<file path="config.mk">
export PLATFORM = sky130hd
export DESIGN_NAME = fixed_block_pool_allocator_core
export DESIGN_NICKNAME = d
export VERILOG_FILES = /design/src/hw/rtl/fbpa_pkg.sv /design/src/hw/rtl/fixed_block_pool_allocator_core.sv /design/src/hw/rtl/fbpa_front.sv /design/src/hw/rtl/fbpa_cmd_fifo.sv /design/src/hw/rtl/fbpa_back.sv
export SDC_FILE = /design/constraint.sdc
export NUM_CORES = 2
export LEC_CHECK = 0
export BUFFER_PORTS_ARGS = -buffer_cell sky130_fd_sc_hd__buf_2
export CAP_MARGIN = 20
export CORE_UTILIZATION = 50
export CTS_CLUSTER_DIAMETER = 200
export DETAILED_ROUTE_END_ITERATION = 8
export GPL_ROUTABILITY_DRIVEN = 0
export MAX_ROUTING_LAYER = met4
export PLACE_DENSITY = 0.66
export SLEW_MARGIN = 15
export SYNTH_ARGS = -nofsm -noshare
export SYNTH_HDL_FRONTEND = slang
export SYNTH_HIERARCHICAL = 1
export SYNTH_SLANG_ARGS = --single-unit
</file>
<file path="constraint.sdc">
create_clock -name clk -period 11.15 [get_ports clk]
set_clock_uncertainty 0.2 [all_clocks]
set_input_delay 1.6725 -clock clk [delete_from_list [all_inputs] [get_ports clk]]
set_output_delay 1.6725 -clock clk [all_outputs]
set_load 0.03 [all_outputs]
</file>
<file path="src/hw/rtl/fbpa_pkg.sv">
// Package for the fixed block pool allocator.
// Holds sizes, codes and the payload and command types. No dependencies.
package fbpa_pkg;

	// Pool sizing
	localparam int MAX_BLOCKS = 256;
	localparam int INDEX_SPAN = 256;
	localparam int POOL_LIMIT = (MAX_BLOCKS > INDEX_SPAN) ? INDEX_SPAN : MAX_BLOCKS;
	localparam int STACK_AW   = $clog2(POOL_LIMIT);

	// Field widths
	localparam int BLK_W = 8;
	localparam int CNT_W = 9;
	localparam int TOT_W = 32;

	// Register port
	localparam int APB_AW = 3;
	localparam int APB_DW = 32;
	localparam logic REG_NUM_BLOCKS = 1'b0;

	// Command queue between front and back
	localparam int CMD_DEPTH = 2;
	localparam int CMD_AW    = $clog2(CMD_DEPTH);
	localparam int CMD_CW    = CMD_AW + 1;

	localparam logic [CNT_W-1:0] NUM_BLOCKS_RESET = CNT_W'(POOL_LIMIT);

	typedef enum logic {
		ACT_ALLOC   = 1'b0,
		ACT_RELEASE = 1'b1
	} action_t;

	typedef enum logic [1:0] {
		ST_OK    = 2'd0,
		ST_EMPTY = 2'd1,
		ST_BAD   = 2'd2
	} status_t;

	typedef enum logic [1:0] {
		OP_ALLOC = 2'd0,
		OP_FREE  = 2'd1,
		OP_DROP  = 2'd2
	} op_t;

	typedef enum logic {
		BK_IDLE = 1'b0,
		BK_POP  = 1'b1
	} bk_state_t;

	typedef struct packed {
		action_t            action;
		logic [BLK_W-1:0]   freed_block;
	} req_t;

	typedef struct packed {
		status_t            status;
		logic [BLK_W-1:0]   granted_block;
		logic [CNT_W-1:0]   free_count;
		logic [TOT_W-1:0]   allocated_total;
		logic [TOT_W-1:0]   released_total;
		logic [TOT_W-1:0]   failed_total;
	} rsp_t;

	typedef struct packed {
		op_t                op;
		logic [BLK_W-1:0]   blk;
	} cmd_t;

	// Queue head as seen by the back end
	typedef struct packed {
		logic               valid;
		cmd_t               cmd;
	} cmd_head_t;

endpackage

</file>
<file path="src/hw/rtl/fixed_block_pool_allocator_core.sv">
// Top level of the fixed block pool allocator.
// Depends on fbpa_pkg, fbpa_front, fbpa_cmd_fifo and fbpa_back.
//
//   channel | direction | handshake          | payload
//   --------+-----------+--------------------+-----------------------------------
//   req     | in        | req_valid/req_stall| action, freed_block
//   rsp     | out       | rsp_valid/rsp_stall| status, granted_block, free_count,
//           |           |                    | allocated/released/failed totals
//   apb     | in        | psel/penable/pready| num_blocks at byte address 0
//
// A request enters a two-entry command queue the cycle it transfers, and the
// back end takes it in the cycle after at the earliest. A release, a failed
// allocation or a fresh-block grant loads the result as it is taken; an
// allocation served from the free stack passes through the registered stack read.
// The result register accepts a new result in the cycle the old one transfers.
// Reset clears the counters and stack depth; the stack memory is not cleared.
// Writing num_blocks clears the same state again.
module fixed_block_pool_allocator_core (
	input  logic                          clk,
	input  logic                          arst_n,
	// request channel
	input  logic                          req_valid,
	output logic                          req_stall,
	input  fbpa_pkg::req_t                req,
	// result channel
	output logic                          rsp_valid,
	input  logic                          rsp_stall,
	output fbpa_pkg::rsp_t                rsp,
	// register port
	input  logic                          psel,
	input  logic                          penable,
	input  logic                          pwrite,
	input  logic [fbpa_pkg::APB_AW-1:0]   paddr,
	input  logic [fbpa_pkg::APB_DW-1:0]   pwdata,
	output logic [fbpa_pkg::APB_DW-1:0]   prdata,
	output logic                          pready
);
	import fbpa_pkg::*;

	logic [CNT_W-1:0] num_blocks_q;
	logic [CNT_W-1:0] wr_value;
	logic             reg_sel;
	logic             cfg_wr;

	logic             q_full;
	logic             q_push;
	cmd_t             q_cmd;
	logic             q_pop;
	cmd_head_t        q_head;

	// Register port: always ready, one register, index in paddr above byte lanes
	assign pready  = 1'b1;
	assign reg_sel = (paddr[APB_AW-1] == REG_NUM_BLOCKS);
	assign cfg_wr  = psel && penable && pwrite && pready && reg_sel;
	assign prdata  = reg_sel ? APB_DW'(num_blocks_q) : '0;

	// Clamp the written size: zero acts as one, above the limit saturates
	always_comb begin
		priority if (pwdata[CNT_W-1:0] == '0) begin
			wr_value = CNT_W'(1);
		end else if (pwdata[CNT_W-1:0] > CNT_W'(POOL_LIMIT)) begin
			wr_value = CNT_W'(POOL_LIMIT);
		end else begin
			wr_value = pwdata[CNT_W-1:0];
		end
	end

	always_ff @(posedge clk or negedge arst_n) begin
		if (!arst_n) begin
			num_blocks_q <= NUM_BLOCKS_RESET;
		end else if (cfg_wr) begin
			num_blocks_q <= wr_value;
		end
	end

	// Classify and queue each transfer
	fbpa_front u_front (
		.req_valid  (req_valid),
		.req_stall  (req_stall),
		.req        (req),
		.num_blocks (num_blocks_q),
		.q_full     (q_full),
		.q_push     (q_push),
		.q_cmd      (q_cmd)
	);

	fbpa_cmd_fifo u_fifo (
		.clk      (clk),
		.arst_n   (arst_n),
		.push     (q_push),
		.push_cmd (q_cmd),
		.full     (q_full),
		.pop      (q_pop),
		.head     (q_head)
	);

	// Carry out commands against the free stack and counters
	fbpa_back u_back (
		.clk        (clk),
		.arst_n     (arst_n),
		.clear      (cfg_wr),
		.num_blocks (num_blocks_q),
		.head       (q_head),
		.cmd_pop    (q_pop),
		.rsp_valid  (rsp_valid),
		.rsp_stall  (rsp_stall),
		.rsp        (rsp)
	);

endmodule

</file>
<file path="src/hw/rtl/fbpa_front.sv">
// Front end of the block pool allocator: takes requests and classifies them.
// Depends on fbpa_pkg.
module fbpa_front (
	input  logic                        req_valid,
	output logic                        req_stall,
	input  fbpa_pkg::req_t              req,
	input  logic [fbpa_pkg::CNT_W-1:0]  num_blocks,
	input  logic                        q_full,
	output logic                        q_push,
	output fbpa_pkg::cmd_t              q_cmd
);
	import fbpa_pkg::*;

	logic out_of_range;

	assign out_of_range = ({1'b0, req.freed_block} >= num_blocks);
	assign req_stall    = q_full;
	assign q_push       = req_valid && !q_full;

	always_comb begin
		q_cmd.blk = req.freed_block;
		unique case (req.action)
			ACT_ALLOC:   q_cmd.op = OP_ALLOC;
			ACT_RELEASE: q_cmd.op = out_of_range ? OP_DROP : OP_FREE;
			default:     q_cmd.op = OP_ALLOC;
		endcase
	end

endmodule

</file>
<file path="src/hw/rtl/fbpa_cmd_fifo.sv">
// Short command queue between the allocator front and back ends.
// Depends on fbpa_pkg.
module fbpa_cmd_fifo (
	input  logic                clk,
	input  logic                arst_n,
	input  logic                push,
	input  fbpa_pkg::cmd_t      push_cmd,
	output logic                full,
	input  logic                pop,
	output fbpa_pkg::cmd_head_t head
);
	import fbpa_pkg::*;

	cmd_t              slot_q [CMD_DEPTH];
	logic [CMD_AW-1:0] wr_ptr_q;
	logic [CMD_AW-1:0] rd_ptr_q;
	logic [CMD_CW-1:0] count_q;
	logic              do_pop;

	assign full       = (count_q == CMD_CW'(CMD_DEPTH));
	assign head.valid = (count_q != '0);
	assign head.cmd   = slot_q[rd_ptr_q];
	assign do_pop     = pop && head.valid;

	always_ff @(posedge clk) begin
		if (push) begin
			slot_q[wr_ptr_q] <= push_cmd;
		end
	end

	always_ff @(posedge clk or negedge arst_n) begin
		if (!arst_n) begin
			wr_ptr_q <= '0;
			rd_ptr_q <= '0;
			count_q  <= '0;
		end else begin
			if (push) begin
				wr_ptr_q <= wr_ptr_q + CMD_AW'(1);
			end
			if (do_pop) begin
				rd_ptr_q <= rd_ptr_q + CMD_AW'(1);
			end
			unique case ({push, do_pop})
				2'b10:   count_q <= count_q + CMD_CW'(1);
				2'b01:   count_q <= count_q - CMD_CW'(1);
				default: count_q <= count_q;
			endcase
		end
	end

endmodule

</file>
<file path="src/hw/rtl/fbpa_back.sv">
// Back end of the block pool allocator: free stack, counters, result register.
// Depends on fbpa_pkg.
module fbpa_back (
	input  logic                        clk,
	input  logic                        arst_n,
	input  logic                        clear,
	input  logic [fbpa_pkg::CNT_W-1:0]  num_blocks,
	input  fbpa_pkg::cmd_head_t         head,
	output logic                        cmd_pop,
	output logic                        rsp_valid,
	input  logic                        rsp_stall,
	output fbpa_pkg::rsp_t              rsp
);
	import fbpa_pkg::*;

	bk_state_t          state_q, state_d;
	logic [CNT_W-1:0]   depth_q, depth_d;
	logic [CNT_W-1:0]   fresh_q, fresh_d;
	logic [TOT_W-1:0]   alloc_cnt_q, alloc_cnt_d;
	logic [TOT_W-1:0]   rel_cnt_q, rel_cnt_d;
	logic [TOT_W-1:0]   fail_cnt_q, fail_cnt_d;
	logic               rsp_valid_q;
	rsp_t               rsp_q;

	logic [BLK_W-1:0]   stack_mem [POOL_LIMIT];
	logic [BLK_W-1:0]   rd_data_q;
	logic               rd_en, wr_en;
	logic [STACK_AW-1:0] rd_addr, wr_addr;

	logic               slot_free;
	logic               load;
	status_t            load_status;
	logic [BLK_W-1:0]   load_blk;
	logic [CNT_W:0]     free_now, free_next;

	assign rsp_valid = rsp_valid_q;
	assign rsp       = rsp_q;
	assign slot_free = !rsp_valid_q || !rsp_stall;
	assign cmd_pop   = head.valid && slot_free && (state_q == BK_IDLE);
	assign wr_addr   = depth_q[STACK_AW-1:0];
	assign rd_addr   = depth_d[STACK_AW-1:0];

	assign free_now  = {1'b0, depth_q} + ({1'b0, num_blocks} - {1'b0, fresh_q});
	assign free_next = {1'b0, depth_d} + ({1'b0, num_blocks} - {1'b0, fresh_d});

	always_comb begin
		state_d     = state_q;
		depth_d     = depth_q;
		fresh_d     = fresh_q;
		alloc_cnt_d = alloc_cnt_q;
		rel_cnt_d   = rel_cnt_q;
		fail_cnt_d  = fail_cnt_q;
		rd_en       = 1'b0;
		wr_en       = 1'b0;
		load        = 1'b0;
		load_status = ST_OK;
		load_blk    = '0;
		unique case (state_q)
			BK_POP: begin
				// read data is back; the result slot was left empty at issue
				load     = 1'b1;
				load_blk = rd_data_q;
				state_d  = BK_IDLE;
			end
			BK_IDLE: begin
				if (cmd_pop) begin
					unique case (head.cmd.op)
						OP_ALLOC: begin
							priority if (depth_q != '0) begin
								depth_d     = depth_q - CNT_W'(1);
								rd_en       = 1'b1;
								alloc_cnt_d = alloc_cnt_q + TOT_W'(1);
								state_d     = BK_POP;
							end else if (fresh_q < num_blocks) begin
								load        = 1'b1;
								load_blk    = fresh_q[BLK_W-1:0];
								fresh_d     = fresh_q + CNT_W'(1);
								alloc_cnt_d = alloc_cnt_q + TOT_W'(1);
							end else begin
								load        = 1'b1;
								load_status = ST_EMPTY;
								fail_cnt_d  = fail_cnt_q + TOT_W'(1);
							end
						end
						OP_FREE: begin
							load = 1'b1;
							if (free_now >= {1'b0, num_blocks}) begin
								load_status = ST_BAD;
							end else begin
								wr_en     = 1'b1;
								depth_d   = depth_q + CNT_W'(1);
								rel_cnt_d = rel_cnt_q + TOT_W'(1);
							end
						end
						OP_DROP: begin
							load        = 1'b1;
							load_status = ST_BAD;
						end
						default: begin
							load        = 1'b1;
							load_status = ST_BAD;
						end
					endcase
				end
			end
			default: state_d = BK_IDLE;
		endcase
	end

	always_ff @(posedge clk) begin
		if (wr_en) begin
			stack_mem[wr_addr] <= head.cmd.blk;
		end
		if (rd_en) begin
			rd_data_q <= stack_mem[rd_addr];
		end
	end

	always_ff @(posedge clk) begin
		if (load) begin
			rsp_q.status          <= load_status;
			rsp_q.granted_block   <= load_blk;
			rsp_q.free_count      <= free_next[CNT_W-1:0];
			rsp_q.allocated_total <= alloc_cnt_d;
			rsp_q.released_total  <= rel_cnt_d;
			rsp_q.failed_total    <= fail_cnt_d;
		end
	end

	always_ff @(posedge clk or negedge arst_n) begin
		if (!arst_n) begin
			state_q     <= BK_IDLE;
			depth_q     <= '0;
			fresh_q     <= '0;
			alloc_cnt_q <= '0;
			rel_cnt_q   <= '0;
			fail_cnt_q  <= '0;
			rsp_valid_q <= 1'b0;
		end else if (clear) begin
			state_q     <= BK_IDLE;
			depth_q     <= '0;
			fresh_q     <= '0;
			alloc_cnt_q <= '0;
			rel_cnt_q   <= '0;
			fail_cnt_q  <= '0;
			rsp_valid_q <= 1'b0;
		end else begin
			state_q     <= state_d;
			depth_q     <= depth_d;
			fresh_q     <= fresh_d;
			alloc_cnt_q <= alloc_cnt_d;
			rel_cnt_q   <= rel_cnt_d;
			fail_cnt_q  <= fail_cnt_d;
			if (load) begin
				rsp_valid_q <= 1'b1;
			end else if (!rsp_stall) begin
				rsp_valid_q <= 1'b0;
			end
		end
	end

	a_pop_slot_empty: assert property (@(posedge clk) disable iff (!arst_n)
		state_q == BK_POP |-> !rsp_valid_q)
		else $error("stack pop pending while result slot occupied");

	a_pop_delivers: assert property (@(posedge clk) disable iff (!arst_n)
		(state_q == BK_POP && !clear) |=> rsp_valid_q)
		else $error("stack pop did not produce a result");

	a_depth_bound: assert property (@(posedge clk) disable iff (!arst_n)
		depth_q <= num_blocks)
		else $error("free stack deeper than the pool");

	a_free_bound: assert property (@(posedge clk) disable iff (!arst_n)
		rsp_valid_q |-> rsp_q.free_count <= num_blocks)
		else $error("reported free count exceeds pool size");

endmodule

</file>
==> impl_metrics.env <==
export IMPL_yosys_area_share_simple_pct=8.58
export IMPL_clkTransAtPathRegs_ps=60
export IMPL_maxSlewHeadroom_pct=21.1
export IMPL_yosysSeqAreaShare_pct=71.6
export IMPL_clock_root_buffer="clkbuf_16"
export IMPL_ys_seq_elements=2320
export IMPL_gr_usage_all_layers_pct=27.5
export IMPL_cts_buffers=228
export IMPL_initial_core_util_pct=50.5
export IMPL_pin_count=201
export IMPL_critPathMaxFanout=198
export IMPL_synth_edf_count=2191
export IMPL_clkLatencyLatePin_ps=870
export IMPL_hold_path_class="reg -> reg"
export IMPL_use_met2_pct=40.7
export IMPL_timing_setup_tns_ps=0
export IMPL_cp_slowest_cell="a22oi_2"
export IMPL_die_w_um=441
export IMPL_min_to="u_fifo/wr_ptr_q$_DFFE_PN0P_"
export IMPL_synth_top_family_by_area="simple AND/OR/NAND/NOR gates"
export IMPL_wl_per_cell_um=28.0
export IMPL_grt_pass1_vias=55493
export IMPL_dieArea_sq_um=194000
export IMPL_post_cts_buffers=0
export IMPL_n_fill_cell=14872
export IMPL_synthMuxAreaShare_pct=7.51
export IMPL_setup_ws_ps=1890
export IMPL_synth_top_area_share_pct=68.3
export IMPL_rows=160
export IMPL_period_needed_ps=9260
export IMPL_cap_violations=0
export IMPL_area_growth_syn_to_layout_pct=10.9
export IMPL_crit_arrival_ps=9620
export IMPL_syn_inst=6593
export IMPL_synth_xor_area_share_pct=0.927
export IMPL_globalRouteMet1Util_pct=37.5
export IMPL_synthTopCellsByArea="edfxtp_1 68%, mux2i_1 6.2%, nand2_1 3.4%"
export IMPL_ant_nets=0
export IMPL_synth_compound_area_share_pct=7.29
export IMPL_coreArea_sq_um=191000
export IMPL_io_buffers=151
export IMPL_cts_hold_fix_buffers=0
export IMPL_synth_distinct_cells=96
export IMPL_reg2reg_to="u_back/rd_data_q[2]$_DFFE_PP_"
export IMPL_final_hold_viol_count=0
export IMPL_register_area_sq_um=69000
export IMPL_cts_sinks=2320
export IMPL_cpPeakStageDelay_ps=700
export IMPL_path_delay_family="compound AO/OA/AOI/OAI gates"
export IMPL_yosys_warnings=6
export IMPL_r2r_slack_ps=1890
export IMPL_r2r_start="u_back/depth_q[4]$_DFF_PN0_"
export IMPL_critPathCaptureType="flop"
export IMPL_synth_top_area_cell="edfxtp_1"
export IMPL_netlist_area_sq_um=96400
export IMPL_multi_input_area_sq_um=24800
export IMPL_asyncSetResetFlopFracSynth_pct=5.56
export IMPL_rsz0062_at_grt="false"
export IMPL_fin_nets=6794
export IMPL_die_height_um=441
export IMPL_hold_depth=1
export IMPL_cts_resized=0
export IMPL_drive_above_1_share_pct=10.6
export IMPL_total_power_uw=32300
export IMPL_post_place_ws_ps=2320
export IMPL_r2r_cells=25
export IMPL_ctsHtreeMaxLevel=4
export IMPL_clockBufferDepth=3
export IMPL_finalCritPeriodShare_pct=83.0
export IMPL_cts_tree="yes"
export IMPL_status="finished clean"
export IMPL_firstDrtPassIters=6
export IMPL_syn_mean_instance_area_sq_um=14.6
export IMPL_vdd_drop_max_v=0.000356
export IMPL_ys_flop_type="edfxtp_1"
export IMPL_power_density_nw_per_um2=303
export IMPL_vias=58855
export IMPL_worstSetupPathType="reg -> reg"
export IMPL_drtIter0Drc=7718
export IMPL_crit_top_cell="a21oi_1"
export IMPL_busiest_layer="met2"
export IMPL_setup_viol=0
export IMPL_worst_slew_pin_slew_ps=1170
export IMPL_vias_per_cell=6.27
export IMPL_antenna_found_initial=8
export IMPL_drc=0
export IMPL_place_hpwl_um=156000
export IMPL_cp_start_kind="flop"
export IMPL_critical_path_buf_inv_count=5
export IMPL_grtUsageMet3_pct=5.97
export IMPL_grt_pass1_wl_um=379000
export IMPL_min_from="u_fifo/wr_ptr_q$_DFFE_PN0P_"
export IMPL_fmax_mhz=108
export IMPL_finalMaxSlewViolations=0
export IMPL_required_ps=11510
export IMPL_wirelength_um=263000
export IMPL_grt_overflow_total=0
export IMPL_power_leakage_uw=0.0373
export IMPL_yosys_area_share_adder_pct=1.04
export IMPL_grt_max_degree=199
worst max path at each step:
stage / start / to / slack, ps / cells after the start
2_1_floorplan: u_back/depth_q[4]$_DFF_PN0_ / u_back/rsp[104]$_DFFE_PP_ / 3900 / 32
3_3_place_gp: num_blocks_q[2]$_DFFE_PN0P_ / u_back/rd_data_q[2]$_DFFE_PP_ / 2410 / 28
3_5_place_dp: u_back/depth_q[4]$_DFF_PN0_ / u_back/rd_data_q[2]$_DFFE_PP_ / 2320 / 26
4_1_cts: u_back/depth_q[4]$_DFF_PN0_ / u_back/rd_data_q[2]$_DFFE_PP_ / 2280 / 26
5_1_grt: u_back/depth_q[2]$_DFF_PN0_ / u_back/rd_data_q[2]$_DFFE_PP_ / 1700 / 27
6_report: u_back/depth_q[4]$_DFF_PN0_ / u_back/rd_data_q[2]$_DFFE_PP_ / 1890 / 25
power breakdown:
part | switching (uW) | total, uW | internal [uW] | leakage, uW
logic | 9760 | 13600 | 3880 | 0.0121
registers | 191 | 11200 | 11000 | 0.0216
clock network | 3310 | 7550 | 4240 | 0.00361
layer usage:
| layer | routed length (um) | vias to the layer above |
|---|---|---|
| met5 | 0 | - |
| met4 | 10500 | 0 |
| met3 | 28300 | 560 |
| met2 | 119000 | 3252 |
| met1 | 105000 | 29692 |
| li1 | - | 25351 |
synth_stat cells, types with 21 or more instances:
cell type,instances
nor3_1,29
nor2b_1,94
a311oi_1,41
o21ai_0,62
ha_1,53
nand4_1,43
and3_1,26
xnor2_1,63
nand2_1,877
nor4_1,38
o22ai_1,57
a2111oi_0,27
o221ai_1,115
buf_1,21
o31ai_1,22
a21oi_1,200
a31oi_1,39
nor2_1,357
a211oi_1,101
dfrtp_1,128
edfxtp_1,2191
buf_4,92
inv_1,153
a32oi_1,55
clkbuf_1,203
buf_2,115
mux4_2,45
mux2_2,22
mux2i_1,594
a221oi_1,87
xor2_1,39
nand3_1,317
sequential cells by signal (all words and copies together) (netlist names):
register,cells
num_blocks_q,9
u_back/alloc_cnt_q,32
u_back/depth_q,9
u_back/fail_cnt_q,32
u_back/fresh_q,9
u_back/rd_data_q,8
u_back/rel_cnt_q,32
u_back/rsp,115
u_back/rsp_valid,1
u_back/stack_mem,2048
u_back/state_q,1
u_fifo/count_q,2
u_fifo/rd_ptr_q,1
u_fifo/slot_q,20
u_fifo/wr_ptr_q,1
kinds of logic after synthesis:
logic type / after synthesis
flops: 2320
mux: 663
compound gates: 965
xor+xnor: 102
simple gates: 1864
buf+inv: 607
other cells: 2
fa+ha+maj: 70
worst reg2reg max path: cells and delay by family, from the launching register on:
kind / cells / cell delay (ps)
compound gates: 12 / 3710
buf+inv: 5 / 2280
flops: 1 / 680
fa+ha+maj: 3 / 1180
simple gates: 3 / 550
mux: 1 / 200
xor+xnor: 1 / 170
per-stage QoR:
step	util (%)	hold WS (ps)	cell area, sq um	std cells
after CTS	56.0	286	107000	9384
after floorplan	-	254	96400	6615
final	56.0	290	107000	9389
after global placement	52.1	267	99500	8952
after detailed placement	52.1	275	99500	8953
after global routing	56.0	306	107000	9387
area by class of cell:
cell class | instances | area share, %
Antenna cell | 4 | 0.00937
Clock buffer | 276 | 5.55
Clock inverter | 155 | 1.34
Inverter | 160 | 0.601
Multi-Input combinational cell | 3688 | 23.2
Sequential cell | 2320 | 64.6
Tap cell | 2511 | 2.94
Timing Repair Buffer | 275 | 1.73
cell usage in the layout (no fill, tap or decap), drive strengths merged, types with 18 or more instances in the layout:
cell type and n:
nor2b 94, ha 53, xnor2 63, o221ai 117, a2111oi 30, mux2i 595, a211oi 104, edfxtp 2191
dfrtp 128, o22ai 57, a221oi 87, nor2 358, clkinv 125, nor4 40, mux4 45, nand2 879
inv 168, nor3 31, a31oi 39, mux2 23, a22oi 18, conb 24, o31ai 22, xor2 39
a21oi 202, o2111ai 18, nand3 317, a311oi 41, buf 274, nand4 44, bufinv 19, o21ai 69
clkbuf 277, a32oi 55, and3 26
No activity file was read; power rests on OpenSTA's default activity.
